`src/rtl/mrac_ram.sv`:
```
// ---------------------------------------------------------------------------
// mrac_ram
// generic ram, one write port, two registered read ports
// ---------------------------------------------------------------------------
module mrac_ram #(
   parameter int WIDTH = 4,
   parameter int DEPTH = 512
) (
   input  logic                     clock,
   input  logic                     wr_en,
   input  logic [$clog2(DEPTH)-1:0] wr_addr,
   input  logic [WIDTH-1:0]         wr_data,
   input  logic [$clog2(DEPTH)-1:0] rd_addr_a,
   output logic [WIDTH-1:0]         rd_data_a,
   input  logic [$clog2(DEPTH)-1:0] rd_addr_b,
   output logic [WIDTH-1:0]         rd_data_b
);

   logic [WIDTH-1:0] mem_ff [DEPTH];

   always_ff @(posedge clock) begin
      if (wr_en) begin
         mem_ff[wr_addr] <= wr_data;
      end
      rd_data_a <= mem_ff[rd_addr_a];
      rd_data_b <= mem_ff[rd_addr_b];
   end

endmodule

```
`config.mk`:
```
export PLATFORM = sky130hd
export DESIGN_NAME = mrac_ram
export DESIGN_NICKNAME = d
export VERILOG_FILES = /design/src/rtl/mrac_ram.sv
export SDC_FILE = /design/constraint.sdc
export NUM_CORES = 2
export LEC_CHECK = 0
export ABC_CLOCK_PERIOD_IN_PS = 3200
export CORE_ASPECT_RATIO = 2
export CORE_UTILIZATION = 45
export DETAILED_ROUTE_END_ITERATION = 12
export DONT_BUFFER_PORTS = 1
export PLACE_DENSITY_LB_ADDON = 0.25
export SLEW_MARGIN = 25
export SYNTH_ARGS = -nofsm -noshare
export SYNTH_HDL_FRONTEND = slang
export SYNTH_SLANG_ARGS = --single-unit
```
`constraint.sdc`:
```
create_clock -name clock -period 3.2 [get_ports clock]
set_input_delay 0.48 -clock clock [delete_from_list [all_inputs] [get_ports clock]]
set_output_delay 0.48 -clock clock [all_outputs]
set_load 0.005 [all_outputs]
```
==> summary.txt <==
GRT
  – First-pass GRT wire length: 486 mm
  – Total gr overflow: 0
  – Initial antenna violation count: 18
  – Total track usage: 0.311
  – Largest net degree at the start of global routing: 696
  – Number of global-route vias before repair: 65,843

Layout
  – Share of layout cells above drive strength 1: 0.230
  – Fill count: 18,124
  – Sequential cell area: 61,700 sq um
  – Final nets: 6,274
  – Most frequent cells in the layout: edfxtp_1, mux2i_1, mux4_2
  – Multi-input logic area: 34,800 sq um
  – Commonest non-fill, non-tap cell in the layout: edfxtp_1
  – Area growth syn-to-layout: 11.7%

Yosys
  – Number of synthesized register bits: 2,056
  – XOR/XNOR Fraction of Synth Area: 0
  – YS warnings: 0
  – Ys async rst share: 0
  – Sequential cell area fraction in the yosys report: 0.617
  – Mux share of post-synthesis cell area: 0.230
  – Synth top area share: 0.616
  – Mapped Area: 99,900 sq um
  – EDFF count, synth: 2,048
  – Synth Flop Type: edfxtp_1
  – Mapped Cells: 6,062
  – Syn Area/Cell: 16.5 sq um
  – Cell taking the most area after synthesis: edfxtp_1
  – Compound-Gate Fraction of Synth Area: 0.0673
  – Post-Synth Adder-Cell Area: 0
  – Count of cell types in the netlist: 78
  – Synthesized Nets: 6,095
  – Simple-gate area share of the yosys netlist: 0.0493
  – Leading post-synthesis cells by cell area: edfxtp_1, mux4_2, mux2i_1
  – Largest family of logic cells by synthesized area: multiplexers

Setup path
  – CP max FO: 51
  – R2R setup slack: 410 ps
  – Crit path largest cell delay: 930 ps
  – Critical Path AT: 4000 ps
  – Worst path most repeated cell: buf_16
  – Required time of the critical path: 3970 ps
  – Worst setup EP type: flip-flop
  – Crit-path slowest cell: a222oi_1
  – Critical path type: input port to flip-flop
  – Critical-path cell list: buf_16 -> buf_16 -> buf_16 -> mux2i_1 -> o221ai_1 -> o22ai_1 -> buf_4 -> a222oi_1 -> a31oi_1 -> a211oi_2
  – Startpoint types: input port

Clocking
  – Cts bufs inserted: 184
  – # H-tree levels: 4
  – CTS root buffer: clkbuf_16
  – CTS tree: yes
  – CTS sink cnt: 2,056
  – Worst skew pair latency: 870 ps
  – Post-CTS Setup Bufs: 0
  – Clock slew at reported path FFs: 70 ps
  – Max Root-Sink Buffers: 4

STA
  – Worst Clk Skew: 33.8 ps
  – Setup TNS Final: -28.0 ps
  – Rel. slew slack: -0.0294
  – Final setup violation count: 1
  – Setup WS post-layout: -28.0 ps
  – Fin. Hold Viols: 0
  – Final worst path period share: 1.01
  – Worst-Margin Slew: 1540 ps
  – Unrepaired setup endpoints after global routing: no
  – Min cycle time layout: 3230 ps
  – Fmax: 0.310 GHz
  – Final Max Tran Viols: 109

Floorplan
  – Die area: 224,000 sq um
  – Starting Density: 0.453
  – Row cnt: 244
  – Core area: 221,000 sq um
  – Die H: 668 um
  – Ports: 41
  – DIE WIDTH: 335 um

Place
  – DP HPWL: 218 mm
  – Placer Congestion: 1.02
  – Post-Place Worst Slack: -456 ps
  – IO Port Bufs: 0

Routing
  – Pre-Repair DR Iteration Count: 9
  – Vias: 62,873
  – Via/cell ratio: 6.73
  – Final wirelength: 354 mm
  – First DRT Iteration DRCs: 6,954
  – WL/cell: 37.8 um
  – Post-route antenna net violation count: 0
  – Detailed-route DRC error count: 0

Power
  – Leak: 36.1 nW
  – Pwr Density: 520 nW/um^2
  – Tot Pwr: 58.1 mW
  – Max IR drop VDD: 365 uV

Flow run
  – Max-Cap Viols: 0

Outcome
  – Status: finished, violations left
  – Violated checks: slew limit, setup timing

Hold path
  – Type of the tightest min-delay check: input port to flip-flop
stage by stage:
stage / cell area, sq um / hold WS, ps / util / cells
3_5_place_dp: 105000 / 669 / 0.474 / 8967
6_report: 112000 / 38.8 / 0.505 / 9347
5_1_grt: 112000 / 39.0 / 0.505 / 9334
4_1_cts: 111000 / 0.566 / 0.503 / 9309
3_3_place_gp: 105000 / 671 / 0.474 / 8967
2_1_floorplan: 99900 / 579 / - / 6062
final timing paths:
check / start / depth (start not counted) / to
worst max-delay path: rd_addr_a[0] / 10 / rd_data_a[2]
worst min-delay path: wr_data[1] / 1 / mem_ff[68][1]
worst max register to register: mem_ff[491][3] / 7 / rd_data_b[3]
worst min register to register: mem_ff[75][3] / 6 / rd_data_b[3]
worst max-delay path: cells and delay by family:
kind | cells | cell delay (ps)
AOI/OAI and AO/OA | 5 | 1970
buffers and inverters | 4 | 1160
muxes | 1 | 120
sequential cells by signal, summed over array words and instances, names as in the netlist:
register,flops
mem_ff,2048
rd_data_a,4
rd_data_b,4
what timing repair did:
item                       in CTS  in global routing
hold endpoints to repair      457                201
hold buffers                   18                  3
setup endpoints to repair       0                  4
gates resized for setup         0                  1
power by group:
group	switching, mW	leakage, nW	internal, mW	total (mW)
logic	2.98	14.7	2.00	4.98
registers	0.0736	18.5	29.6	29.7
clock network	10.3	2.97	13.1	23.4
synthesized netlist by cell type (12+ instances only):
cell,instances
nand2_1,201
nor2b_1,12
o221ai_1,318
mux4_2,610
buf_12,19
edfxtp_1,2048
a222oi_1,25
a21oi_1,180
buf_1,43
o22ai_1,166
a31oi_1,22
mux4_1,59
buf_6,82
buf_8,41
a211oi_1,25
o21ai_0,85
mux2i_1,724
nand3_1,70
buf_4,30
clkbuf_1,218
buf_2,81
mux2_2,39
nor2_1,579
o31ai_1,21
and2_1,24
nand4_1,13
nor3_1,106
and3_1,17
nor4_1,22
cell families after synthesis:
logic type      Yosys count
mux                    1434
flops                  2056
buf+inv                 524
simple gates           1115
compound gates          933
per-layer routing:
| metal | wire, um | part of all wire | up-vias | GRT usage |
|---|---|---|---|---|
| met3 | 25400 | 0.072 | 1211 | 0.0569 |
| met1 | 105000 | 0.30 | 32694 | 0.300 |
| met4 | 35400 | 0.10 | 6 | 0.263 |
| met2 | 188000 | 0.53 | 3320 | 0.566 |
| met5 | 48 | 0.00014 | - | 0 |
| li1 | - | - | 25642 | - |
final cells by class:
type                    count  area share
diodes                     16    0.000359
repair buffers            508      0.0463
inverters                   9    0.000426
multi-input cells        3482       0.312
well taps                2952      0.0331
clock inverters           117      0.0126
clock buffers             207      0.0422
flip-flops and latches   2056       0.553
Note: power is estimated with default switching activity, not from simulation.
